--- config.mk ---
export PLATFORM = sky130hd
export DESIGN_NAME = cpar_ctrl
export DESIGN_NICKNAME = d
export VERILOG_FILES = /design/src/sv/chain_pivot_axis_rotation_assert.svh /design/src/sv/cpar_pkg.sv /design/src/sv/cpar_ctrl.sv
export SDC_FILE = /design/constraint.sdc
export NUM_CORES = 1
export LEC_CHECK = 0
export CAP_MARGIN = 20
export CORE_ASPECT_RATIO = 0.6
export CORE_MARGIN = 8
export CORE_UTILIZATION = 26
export CTS_CLUSTER_DIAMETER = 120
export CTS_CLUSTER_SIZE = 16
export DETAILED_ROUTE_END_ITERATION = 16
export DONT_BUFFER_PORTS = 1
export GPL_ROUTABILITY_DRIVEN = 0
export MAX_ROUTING_LAYER = met4
export SYNTH_ARGS = -nofsm -noshare
export SYNTH_HDL_FRONTEND = slang
export SYNTH_SLANG_ARGS = --single-unit
--- constraint.sdc ---
create_clock -name clk -period 1.85 [get_ports clk]
set_input_delay 0.37 -clock clk [delete_from_list [all_inputs] [get_ports clk]]
set_output_delay 0.37 -clock clk [all_outputs]
set_load 0.1 [all_outputs]
--- src/sv/chain_pivot_axis_rotation_assert.svh ---
// ----------------------------------------------------------------------------
// Assertion macros for the chain pivot rotation block
// Clocked implication checks, disabled while reset is low.
// ----------------------------------------------------------------------------
`ifndef CHAIN_PIVOT_AXIS_ROTATION_ASSERT_SVH
`define CHAIN_PIVOT_AXIS_ROTATION_ASSERT_SVH

// same-cycle implication
`define CPAR_CHECK(lbl, ante, cons, msg) \
    lbl: assert property (@(posedge clk) disable iff (!rst_n) (ante) |-> (cons)) \
        else $error(msg);

// next-cycle implication
`define CPAR_CHECK_NEXT(lbl, ante, cons, msg) \
    lbl: assert property (@(posedge clk) disable iff (!rst_n) (ante) |=> (cons)) \
        else $error(msg);

`endif

--- src/sv/cpar_pkg.sv ---
// ----------------------------------------------------------------------------
// cpar_pkg
// Types, codes, constants and helper functions of the pivot rotation block.
// ----------------------------------------------------------------------------
package cpar_pkg;

    typedef struct packed {
        logic [1:0]         op;
        logic signed [31:0] coord_x;
        logic signed [31:0] coord_y;
        logic signed [31:0] coord_z;
        logic [15:0]        angle;
        logic               last_bead;
    } in_item_t;

    typedef struct packed {
        logic signed [31:0] rot_x;
        logic signed [31:0] rot_y;
        logic signed [31:0] rot_z;
        logic               axis_degenerate;
        logic               last_out;
    } out_item_t;

    typedef struct packed {
        logic [3:0] op;
        logic [5:0] idx;
        logic [1:0] sel;
        logic       out_load;
    } cmd_t;

    typedef struct packed {
        logic m_zero;
        logic norm_done;
        logic degen;
        logic out_free;
    } sts_t;

    localparam logic [1:0] OP_TAIL  = 2'd0;
    localparam logic [1:0] OP_PIVOT = 2'd1;
    localparam logic [1:0] OP_ROT   = 2'd2;

    localparam logic [3:0] CMD_NONE  = 4'd0;
    localparam logic [3:0] CMD_TAIL  = 4'd1;
    localparam logic [3:0] CMD_PIVOT = 4'd2;
    localparam logic [3:0] CMD_BEAD  = 4'd3;
    localparam logic [3:0] CMD_DIFF  = 4'd4;
    localparam logic [3:0] CMD_MAX   = 4'd5;
    localparam logic [3:0] CMD_DEGEN = 4'd6;
    localparam logic [3:0] CMD_NORM  = 4'd7;
    localparam logic [3:0] CMD_SQ    = 4'd8;
    localparam logic [3:0] CMD_SQRT  = 4'd9;
    localparam logic [3:0] CMD_DIV   = 4'd10;
    localparam logic [3:0] CMD_COR   = 4'd11;
    localparam logic [3:0] CMD_MUL   = 4'd12;
    localparam logic [3:0] CMD_BUILD = 4'd13;
    localparam logic [3:0] CMD_ROT   = 4'd14;
    localparam logic [3:0] CMD_PASS  = 4'd15;

    localparam logic [5:0] SQ_LAST   = 6'd3;
    localparam logic [5:0] SQRT_LAST = 6'd32;
    localparam logic [5:0] DIV_LAST  = 6'd62;
    localparam logic [5:0] COR_LAST  = 6'd31;
    localparam logic [5:0] MUL_LAST  = 6'd29;
    localparam logic [5:0] ROT_LAST  = 6'd9;

    localparam logic signed [31:0] Q_ONE     = 32'sd1073741824;
    localparam logic signed [33:0] CORDIC_X0 = 34'sd652032874;

    function automatic logic signed [33:0] atan_turn(input logic [4:0] i);
        logic signed [33:0] v;
        unique case (i)
            5'd0:  v = 34'sd536870912;
            5'd1:  v = 34'sd316933406;
            5'd2:  v = 34'sd167458907;
            5'd3:  v = 34'sd85004756;
            5'd4:  v = 34'sd42667331;
            5'd5:  v = 34'sd21354465;
            5'd6:  v = 34'sd10679838;
            5'd7:  v = 34'sd5340245;
            5'd8:  v = 34'sd2670163;
            5'd9:  v = 34'sd1335087;
            5'd10: v = 34'sd667544;
            5'd11: v = 34'sd333772;
            5'd12: v = 34'sd166886;
            5'd13: v = 34'sd83443;
            5'd14: v = 34'sd41722;
            5'd15: v = 34'sd20861;
            5'd16: v = 34'sd10430;
            5'd17: v = 34'sd5215;
            5'd18: v = 34'sd2608;
            5'd19: v = 34'sd1304;
            5'd20: v = 34'sd652;
            5'd21: v = 34'sd326;
            5'd22: v = 34'sd163;
            5'd23: v = 34'sd81;
            5'd24: v = 34'sd41;
            5'd25: v = 34'sd20;
            5'd26: v = 34'sd10;
            5'd27: v = 34'sd5;
            5'd28: v = 34'sd3;
            5'd29: v = 34'sd1;
            default: v = 34'sd0;
        endcase
        return v;
    endfunction

    function automatic logic signed [31:0] sat_unit(input logic signed [36:0] v);
        logic signed [31:0] r;
        if (v > 37'sd1073741824)
            r = Q_ONE;
        else if (v < -37'sd1073741824)
            r = -Q_ONE;
        else
            r = v[31:0];
        return r;
    endfunction

    function automatic logic signed [31:0] sat_coord(input logic signed [38:0] v);
        logic signed [31:0] r;
        if (v > 39'sd2147483647)
            r = 32'sh7FFFFFFF;
        else if (v < -39'sd2147483648)
            r = 32'sh80000000;
        else
            r = v[31:0];
        return r;
    endfunction

endpackage

--- src/sv/cpar_ctrl.sv ---
// ----------------------------------------------------------------------------
// cpar_ctrl
// Sequencer: steps the datapath through setup, rotation and output hand-off.
// ----------------------------------------------------------------------------
module cpar_ctrl (
    input  logic          clk,
    input  logic          rst_n,
    input  logic          req_valid,
    input  logic [1:0]    req_op,
    output logic          req_ready,
    input  cpar_pkg::sts_t sts,
    output cpar_pkg::cmd_t cmd
);
    import cpar_pkg::*;

    localparam logic [3:0] S_IDLE  = 4'd0;
    localparam logic [3:0] S_DIFF  = 4'd1;
    localparam logic [3:0] S_MAX   = 4'd2;
    localparam logic [3:0] S_NORM  = 4'd3;
    localparam logic [3:0] S_SQ    = 4'd4;
    localparam logic [3:0] S_SQRT  = 4'd5;
    localparam logic [3:0] S_DIV   = 4'd6;
    localparam logic [3:0] S_COR   = 4'd7;
    localparam logic [3:0] S_MUL   = 4'd8;
    localparam logic [3:0] S_BUILD = 4'd9;
    localparam logic [3:0] S_ROT   = 4'd10;
    localparam logic [3:0] S_PASS  = 4'd11;
    localparam logic [3:0] S_OUT   = 4'd12;

    logic [3:0] state_reg, state_next;
    logic [5:0] cnt_reg, cnt_next;
    logic [1:0] sel_reg, sel_next;

    always_ff @(posedge clk or negedge rst_n)
    begin
        if (!rst_n)
        begin
            state_reg <= S_IDLE;
            cnt_reg   <= 6'd0;
            sel_reg   <= 2'd0;
        end
        else
        begin
            state_reg <= state_next;
            cnt_reg   <= cnt_next;
            sel_reg   <= sel_next;
        end
    end

    always_comb
    begin
        state_next   = state_reg;
        cnt_next     = cnt_reg;
        sel_next     = sel_reg;
        cmd.op       = CMD_NONE;
        cmd.idx      = cnt_reg;
        cmd.sel      = sel_reg;
        cmd.out_load = 1'b0;
        req_ready    = (state_reg == S_IDLE);
        unique case (state_reg)
            S_IDLE:
            begin
                if (req_valid)
                begin
                    unique case (req_op)
                        OP_TAIL:  cmd.op = CMD_TAIL;
                        OP_PIVOT:
                        begin
                            cmd.op     = CMD_PIVOT;
                            state_next = S_DIFF;
                        end
                        OP_ROT:
                        begin
                            cmd.op     = CMD_BEAD;
                            cnt_next   = 6'd0;
                            state_next = sts.degen ? S_PASS : S_ROT;
                        end
                        default: cmd.op = CMD_NONE;
                    endcase
                end
            end
            S_DIFF:
            begin
                cmd.op     = CMD_DIFF;
                state_next = S_MAX;
            end
            S_MAX:
            begin
                cmd.op     = CMD_MAX;
                state_next = S_NORM;
            end
            S_NORM:
            begin
                priority if (sts.m_zero)
                begin
                    cmd.op     = CMD_DEGEN;
                    state_next = S_IDLE;
                end
                else if (sts.norm_done)
                begin
                    cnt_next   = 6'd0;
                    state_next = S_SQ;
                end
                else
                    cmd.op = CMD_NORM;
            end
            S_SQ:
            begin
                cmd.op = CMD_SQ;
                if (cnt_reg == SQ_LAST)
                begin
                    cnt_next   = 6'd0;
                    state_next = S_SQRT;
                end
                else
                    cnt_next = cnt_reg + 6'd1;
            end
            S_SQRT:
            begin
                cmd.op = CMD_SQRT;
                if (cnt_reg == SQRT_LAST)
                begin
                    cnt_next   = 6'd0;
                    sel_next   = 2'd0;
                    state_next = S_DIV;
                end
                else
                    cnt_next = cnt_reg + 6'd1;
            end
            S_DIV:
            begin
                cmd.op = CMD_DIV;
                if (cnt_reg == DIV_LAST)
                begin
                    cnt_next = 6'd0;
                    if (sel_reg == 2'd2)
                        state_next = S_COR;
                    else
                        sel_next = sel_reg + 2'd1;
                end
                else
                    cnt_next = cnt_reg + 6'd1;
            end
            S_COR:
            begin
                cmd.op = CMD_COR;
                if (cnt_reg == COR_LAST)
                begin
                    cnt_next   = 6'd0;
                    state_next = S_MUL;
                end
                else
                    cnt_next = cnt_reg + 6'd1;
            end
            S_MUL:
            begin
                cmd.op = CMD_MUL;
                if (cnt_reg == MUL_LAST)
                begin
                    cnt_next   = 6'd0;
                    state_next = S_BUILD;
                end
                else
                    cnt_next = cnt_reg + 6'd1;
            end
            S_BUILD:
            begin
                cmd.op     = CMD_BUILD;
                state_next = S_IDLE;
            end
            S_ROT:
            begin
                cmd.op = CMD_ROT;
                if (cnt_reg == ROT_LAST)
                begin
                    cnt_next   = 6'd0;
                    state_next = S_OUT;
                end
                else
                    cnt_next = cnt_reg + 6'd1;
            end
            S_PASS:
            begin
                cmd.op     = CMD_PASS;
                state_next = S_OUT;
            end
            S_OUT:
            begin
                if (sts.out_free)
                begin
                    cmd.out_load = 1'b1;
                    state_next   = S_IDLE;
                end
            end
            default: state_next = S_IDLE;
        endcase
    end

endmodule

==> results of run 1 <==
## placed cells by master (no fill, tap or decap), types with 4 or more instances in the layout
| master | count |
|---|---|
| o21ai_0 | 5 |
| nor2b_1 | 4 |
| and2_1 | 4 |
| dfrtp_4 | 4 |
| inv_1 | 7 |
| buf_4 | 51 |
| nor2_1 | 8 |
| clkbuf_8 | 4 |
| nand3_1 | 5 |
| ha_1 | 8 |
| buf_6 | 16 |
| nand2_1 | 8 |
| dfrtp_2 | 5 |
| buf_12 | 6 |
| nand4_1 | 4 |
## final timing paths
kind | startpoint | slack, ns | to | depth (start not counted)
setup / recovery | state_reg[0]$_DFFE_PN0P_ | -0.21 | cmd[9] | 5
hold / removal | sts[1] | 0.37 | state_reg[0]$_DFFE_PN0P_ | 2
setup reg to reg | cnt_reg[4]$_DFFE_PN0P_ | -0.12 | cnt_reg[5]$_DFFE_PN0P_ | 6
hold reg to reg | cnt_reg[2]$_DFFE_PN0P_ | 0.68 | cnt_reg[2]$_DFFE_PN0P_ | 3
max in group asynchronous | rst_n | 0.80 | cnt_reg[1]$_DFFE_PN0P_ | 1
min in group asynchronous | rst_n | 0.58 | cnt_reg[4]$_DFFE_PN0P_ | 1
## logic make-up after synthesis
| family | synth area share (%) |
|---|---|
| flip-flops | 24.05 |
| AO/OA/AOI/OAI | 22.45 |
| multiplexers | 2.605 |
| buffers and inverters | 10.62 |
| adder cells (fa/ha/maj) | 9.018 |
| AND/OR/NAND/NOR | 31.26 |
## stage by stage
stage	instance area (sq um)	instances	hold slack, ns	TNS (ns)	utilization (%)
6_report	2260	283	0.3734	-1.044	49.25
5_1_grt	2260	283	0.4254	-1.823	49.25
4_1_cts	2098	279	0.3638	-0.7383	45.73
3_5_place_dp	1857	265	0.07489	-0.7933	40.47
3_3_place_gp	1857	265	0.07492	-0.6637	40.47
2_1_floorplan	1389	154	0.07441	-4.481	-
## routing by layer
layer / wire (um) / up-vias / GRT usage (%)
li1: - / 696 / -
met4: 78 / 0 / 1.730
met5: 0 / - / -
met3: 339 / 7 / 3.711
met2: 2135 / 57 / 18.42
met1: 2274 / 702 / 17.92
## final cells by class
type	instances	area, sq um
fillers	417	2328
repair buffers	74	693.2
multi-input cells	119	1067
inverters	11	43.79
clock buffers	4	55.05
flip-flops and latches	12	321.6
well taps	63	78.83
## worst reg2reg max path, delay by kind of cell (launching register included)
family / cells / cell delay, ns
AO/OA/AOI/OAI: 3 / 0.80
flip-flops: 1 / 0.50
AND/OR/NAND/NOR: 2 / 0.43
buffers and inverters: 1 / 0.11
## timing repair
action	4_1_cts	5_1_grt
gates cloned	1	0
pin swaps	14	13
hold buffers	1	0
buffers inserted	9	5
resized for setup	27	27
endpoints found under the setup margin	15	17
hold endpoints to repair	12	0
==> impl_metrics.json, run 1 <==
{
  "maxCapViolCount": 0,
  "cts.sinks": 12,
  "syn2layout_area_growth_pct": 80.96,
  "chipWidth_um": 105.5,
  "antenna_found_initial": 0,
  "synth_common_cells": "dfrtp_1, nor2_1, inv_1, nand2_1, o21ai_0",
  "cts_tree": "done",
  "drive_gt1_share_pct": 59.55,
  "status": "finished with violations",
  "route.detailed.drc": 0,
  "crit_family": "compound AO/OA/AOI/OAI gates",
  "via_per_inst": 5.166,
  "wl_um": 4828,
  "initial_core_util_pct": 27.22,
  "synthArstFlopShare_pct": 100.0,
  "maxSlewViolCount": 0,
  "vias": 1462,
  "fin_skew_ns": 0.001197,
  "slew_headroom_pct": 57.59,
  "synth_edf_count": 0,
  "dpl.hpwl_um": 3245,
  "cts_max_level": 1,
  "setup_viol": 11,
  "crit_path_cell_trace": "buf_6, nor3b_2, o21ai_1, a21oi_1, a211o_4",
  "clockRootBuffer": "clkbuf_8",
  "coreArea_sq_um": 4588,
  "io_pins": 23,
  "fin_crit_sh_pct": 111.5,
  "largest_reg_flops": 6,
  "report.final.hold_viol_count": 0,
  "synth_cell_types": 53,
  "cts-buffers-inserted": 3,
  "synthCells": 154,
  "grtUsageTotal_pct": 12.97,
  "layout.nets": 239,
  "syn-num-nets": 172,
  "post_synth.cell_area_avg_sq_um": 8.108,
  "crit_buf_inv": 1,
  "drt_iter0_drc": 90,
  "insertion_delay_ns": 0.25,
  "tightestPinTransition_ns": 0.6341,
  "io_buffers": 0,
  "grt_pass1_wl_um": 7610,
  "synthTopCellsByArea": "dfrtp_1, ha_1, o21ai_0",
  "crit_arrival_ns": 1.69,
  "synth_top_area_share_pct": 24.05,
  "synth_seq_area_share_pct": 24.05,
  "ys.flop_type": "dfrtp_1",
  "grt_overflow": 0,
  "worstSetupStartpointType": "register",
  "finalWorstSetupSlack_ns": -0.2136,
  "cp_slowest_stage_delay_ns": 0.45,
  "cp-end-kind": "output pin",
  "yosysWarnings": 0,
  "synthesis.area_sq_um": 1249,
  "violations": "negative setup slack",
  "die_h_um": 69.68,
  "antenna_cells": 0,
  "max_freq_mhz": 484.6,
  "yosys.area.top_type": "dfrtp_1",
  "crit_fanout": 5,
  "hold_class": "in2reg",
  "rows": 19,
  "crit_slowest_cell": "dfrtp_2",
  "dr.pass1.iters": 4,
  "grt_pass1_vias": 1460,
  "grt_max_degree": 16,
  "die_area_sq_um": 7349,
  "place_ws_ns": -0.1709,
  "path_clk_slew_ns": 0.06,
  "clk_path_buf_depth": 2,
  "crit_type": "reg2out",
  "antenna_left": 0,
  "min_period_ns": 2.064,
  "rsz0062_at_grt": "true",
  "worstPathRequired_ns": 1.48,
  "wl_per_cell_um": 17.06,
  "ys_ff_latch": 12
}
Power of run 1 is not shown: default switching activity piles up to over one toggle a cycle in this logic, so the estimate is an artifact.
==> run 2: changes to the inputs <==
--- a/config.mk
+++ b/config.mk
@@ -8,13 +8,14 @@
 export CAP_MARGIN = 20
 export CORE_ASPECT_RATIO = 0.6
 export CORE_MARGIN = 8
-export CORE_UTILIZATION = 26
+export CORE_UTILIZATION = 35
 export CTS_CLUSTER_DIAMETER = 120
 export CTS_CLUSTER_SIZE = 16
 export DETAILED_ROUTE_END_ITERATION = 16
 export DONT_BUFFER_PORTS = 1
 export GPL_ROUTABILITY_DRIVEN = 0
 export MAX_ROUTING_LAYER = met4
+export SLEW_MARGIN = 20
 export SYNTH_ARGS = -nofsm -noshare
 export SYNTH_HDL_FRONTEND = slang
 export SYNTH_SLANG_ARGS = --single-unit
==> impl_metrics.json, run 2 (synthesis results as in run 1) <==
{
  "cts_tree": "done",
  "grt_pass1_wl_um": 7376,
  "antenna_cells": 0,
  "finalWorstSetupSlack_ns": -0.2017,
  "insertion_delay_ns": 0.25,
  "wl_um": 4820,
  "largest_reg_flops": 6,
  "layout_commonest_cell": "buf_4",
  "fin_skew_ns": 0.003681,
  "cp_slowest_stage_delay_ns": 0.45,
  "mostFrequentLayoutCells": "buf_4, buf_6, inv_1, nand2_1, ha_1",
  "via_per_inst": 5.815,
  "chipWidth_um": 93.11,
  "min_from": "sts[1]",
  "maxSlewViolCount": 0,
  "rows": 16,
  "r2r_setup_slack_ns": -0.16,
  "grt_pass1_vias": 1469,
  "r2r-start": "state_reg[1]$_DFFE_PN0P_",
  "die_h_um": 62.27,
  "initial_core_util_pct": 37.35,
  "grt_max_degree": 13,
  "place_ws_ns": -0.2009,
  "rsz0062_at_grt": "true",
  "max_freq_mhz": 487.4,
  "cts_max_level": 1,
  "hold_class": "in2reg",
  "clk_path_buf_depth": 2,
  "worstPathRequired_ns": 1.48,
  "dpl.hpwl_um": 3139,
  "drive_gt1_share_pct": 58.60,
  "io_buffers": 0,
  "fill_cells": 227,
  "status": "finished with violations",
  "layout.nets": 235,
  "crit_type": "reg2out",
  "crit_slowest_cell": "dfrtp_2",
  "crit_path_cell_trace": "buf_6, nor4_4, nand2_2, nor3_2, a211o_4",
  "dr.pass1.iters": 5,
  "die_area_sq_um": 5797,
  "violations": "negative setup slack",
  "cts-buffers-inserted": 3,
  "antenna_found_initial": 0,
  "cts.sinks": 12,
  "reg2reg_depth": 7,
  "report.final.hold_viol_count": 0,
  "wl_per_cell_um": 18.54,
  "io_pins": 23,
  "r2r_end": "cnt_reg[5]$_DFFE_PN0P_",
  "route.detailed.drc": 0,
  "coreArea_sq_um": 3343,
  "drt_iter0_drc": 221,
  "worstSetupStartpointType": "register",
  "cp-end-kind": "output pin",
  "min_period_ns": 2.052,
  "grt_overflow": 0,
  "tightestPinTransition_ns": 0.6308,
  "slew_headroom_pct": 57.81,
  "crit_fanout": 4,
  "vias": 1512,
  "setup_viol": 13,
  "whs_endpoint": "state_reg[0]$_DFFE_PN0P_",
  "antenna_left": 0,
  "hold-path-cell-count": 2,
  "path_clk_slew_ns": 0.06,
  "fin_crit_sh_pct": 110.9,
  "crit_arrival_ns": 1.68,
  "grtUsageTotal_pct": 16.11,
  "maxCapViolCount": 0,
  "syn2layout_area_growth_pct": 72.85,
  "clockRootBuffer": "clkbuf_8"
}
-- run 2: cell count changes in the layout (fill, tap and decap cells not counted), sizes merged --
cell    change
buf         -4
clkbuf      -1
-- run 2: metrics by stage --
stage | instance area (sq um) | TNS (ns) | util [%] | std cells | hold slack (ns)
global route | 2158 | -1.974 | 64.56 | 260 | 0.3931
finish | 2158 | -1.196 | 64.56 | 260 | 0.3680
detailed placement | 1754 | -1.312 | 52.47 | 238 | 0.07494
floorplan | 1389 | -4.481 | - | 154 | 0.07441
CTS | 1983 | -1.126 | 59.32 | 256 | 0.3724
global placement | 1754 | -0.8088 | 52.47 | 238 | 0.07495
-- run 2: worst max-delay path, delay by kind of cell, from the launching register on --
kind                   cells  cell delay, ns
AO/OA/AOI/OAI              1            0.30
AND/OR/NAND/NOR            3            0.54
flip-flops                 1            0.45
buffers and inverters      1            0.14
-- run 2: routing by layer --
layer  global-route usage, %  up-vias  part of all wire (%)
met5                       -        -                     0
met4                   3.194        0                   1.0
met3                   4.796       12                   8.0
met2                   24.96       72                    48
met1                   20.18      735                    43
li1                        -      693                     -
-- run 2: what timing repair did --
| action | in CTS | in global routing |
|---|---|---|
| gates cloned | 1 | 0 |
| gates resized for setup | 23 | 34 |
| setup endpoints to repair | 14 | 16 |
| endpoints found under the hold margin | 12 | 0 |
| pin swaps | 19 | 17 |
| hold buffers | 1 | 0 |
| buffers inserted | 13 | 5 |
-- run 2: cell type report --
class	instances	area (sq um)	area share (%)
Inverter	11	48.80	2.261
Timing Repair Buffer	70	654.4	30.32
Clock buffer	3	41.29	1.913
Sequential cell	12	324.1	15.01
Multi-Input combinational cell	119	1033	47.88
Tap cell	45	56.30	2.609
-- run 2: how the worst max path moves through the flow --
| stage | startpoint | end | slack, ns | depth (start not counted) |
|---|---|---|---|---|
| after CTS | state_reg[2]$_DFFE_PN0P_ | cmd[9] | -0.19 | 5 |
| after global routing | state_reg[3]$_DFFE_PN0P_ | cmd[9] | -0.25 | 5 |
| after detailed placement | state_reg[1]$_DFFE_PN0P_ | cnt_reg[5]$_DFFE_PN0P_ | -0.20 | 6 |
| after floorplan | state_reg[0]$_DFFE_PN0P_ | cmd[10] | -1.09 | 5 |
| final | state_reg[2]$_DFFE_PN0P_ | cmd[9] | -0.20 | 5 |
| after global placement | state_reg[1]$_DFFE_PN0P_ | state_reg[1]$_DFFE_PN0P_ | -0.14 | 7 |
Power of run 2 is left out for the same reason.
==> run 3: changes to the inputs <==
--- a/config.mk
+++ b/config.mk
@@ -15,6 +15,7 @@
 export DONT_BUFFER_PORTS = 1
 export GPL_ROUTABILITY_DRIVEN = 0
 export MAX_ROUTING_LAYER = met4
+export SKIP_CTS_REPAIR_TIMING = 1
 export SLEW_MARGIN = 20
 export SYNTH_ARGS = -nofsm -noshare
 export SYNTH_HDL_FRONTEND = slang
==> constraint.sdc (replaced) <==
create_clock -name clk -period 1.8 [get_ports clk]
set_input_delay 0.36 -clock clk [delete_from_list [all_inputs] [get_ports clk]]
set_output_delay 0.36 -clock clk [all_outputs]
set_load 0.1 [all_outputs]
==> impl_metrics.json, run 3 (synthesis results as in run 1) <==
{
  "status": "finished with violations",
  "violations": "negative setup slack",
  "grt_max_degree": 13,
  "dpl.hpwl_um": 3406,
  "cts_max_level": 1,
  "r2r_setup_slack_ns": -0.30,
  "worstSetupStartpointType": "register",
  "max_freq_mhz": 472.0,
  "fin_skew_ns": 0.003710,
  "clockRootBuffer": "clkbuf_8",
  "place_ws_ns": -0.2080,
  "met1_usage_pct": 19.46,
  "crit_path_start": "state_reg[3]$_DFFE_PN0P_",
  "use_met3_pct": 4.436,
  "syn2layout_area_growth_pct": 84.47,
  "hold-path-cell-count": 2,
  "rsz0062_at_grt": "true",
  "report.final.hold_viol_count": 0,
  "via_per_inst": 5.721,
  "hold_class": "in2reg",
  "grt_busiest_layer": "met2",
  "vias": 1579,
  "dp_cells": 247,
  "rows": 16,
  "die_h_um": 62.27,
  "antenna_found_initial": 0,
  "drt_iter0_drc": 180,
  "mostFrequentLayoutCells": "buf_4, buf_6, nand2_1, ha_1, dfrtp_2",
  "antenna_left": 0,
  "grt_pass1_vias": 1359,
  "use_met2_pct": 21.43,
  "chipWidth_um": 93.11,
  "min_period_ns": 2.119,
  "initial_core_util_pct": 37.35,
  "coreArea_sq_um": 3343,
  "io_buffers": 0,
  "reg2reg_depth": 8,
  "layout_commonest_cell": "buf_4",
  "wl_um": 5109,
  "tightestPinTransition_ns": 0.6705,
  "r2r-start": "state_reg[1]$_DFFE_PN0P_",
  "route.detailed.drc": 0,
  "whs_endpoint": "state_reg[0]$_DFFE_PN0P_",
  "wl_per_cell_um": 18.51,
  "grtUsageTotal_pct": 14.64,
  "insertion_delay_ns": 0.25,
  "setup_viol": 15,
  "dr.pass1.iters": 4,
  "maxSlewViolCount": 0,
  "crit_arrival_ns": 1.76,
  "finalWorstSetupSlack_ns": -0.3186,
  "clk_path_buf_depth": 2,
  "crit_fanout": 12,
  "maxCapViolCount": 0,
  "largest_reg_flops": 6,
  "cp-end-kind": "output pin",
  "antenna_cells": 0,
  "path_clk_slew_ns": 0.06,
  "layout.nets": 250,
  "worstPathRequired_ns": 1.44,
  "slew_headroom_pct": 55.15,
  "die_area_sq_um": 5797,
  "fin_cells": 276,
  "crit_type": "reg2out",
  "r2r_end": "cnt_reg[5]$_DFFE_PN0P_",
  "min_from": "sts[1]",
  "io_pins": 23,
  "grt_overflow": 0,
  "cts_tree": "done",
  "grt_pass1_wl_um": 6686,
  "fill_cells": 232,
  "cts.sinks": 12,
  "drive_gt1_share_pct": 63.20,
  "cts-buffers-inserted": 3,
  "fin_crit_sh_pct": 117.7
}
run 3: through the flow:
step,cell area [sq um],setup TNS (ns),util (%),hold slack [ns]
global placement,1822,-0.9926,54.49,0.06489
detailed placement,1822,-1.394,54.49,0.06490
global route,2303,-3.894,68.90,0.4033
CTS,1877,-2.936,56.14,-0.2066
finish,2303,-3.061,68.90,0.3953
floorplan,1395,-5.141,-,0.06441
run 3: critical path, cell delays in order (launching register included):
cell     delay (ns)
dfrtp_2        0.47
buf_4          0.20
nor2_1         0.18
o21ai_0        0.13
a21oi_1        0.22
a211o_4        0.31
run 3: layout make-up:
cell class	instances	area (sq um)	area share [%]
multi-input combinational	119	1070	46.44
timing repair buffer	85	753.2	32.70
sequential	12	325.3	14.12
tap	45	56.30	2.444
clock buffer	4	55.05	2.390
inverter	11	43.79	1.901
run 3: worst max-delay path by stage:
stage                              to  cells after the start  slack (ns)
2_1_floorplan                 cmd[10]                      5       -1.13
3_3_place_gp   cnt_reg[3]$_DFFE_PN0P_                      6       -0.17
3_5_place_dp   cnt_reg[3]$_DFFE_PN0P_                      6       -0.21
4_1_cts                        cmd[9]                      5       -0.43
5_1_grt                        cmd[9]                      5       -0.38
6_report                       cmd[9]                      5       -0.32
run 3: layer usage:
metal	share of wire, %	vias up	wire (um)
li1	-	717	-
met1	42	791	2157
met2	47	67	2406
met3	10	4	522
met4	0.45	0	23
met5	0	-	0
Power of run 3 is left out for the same reason.
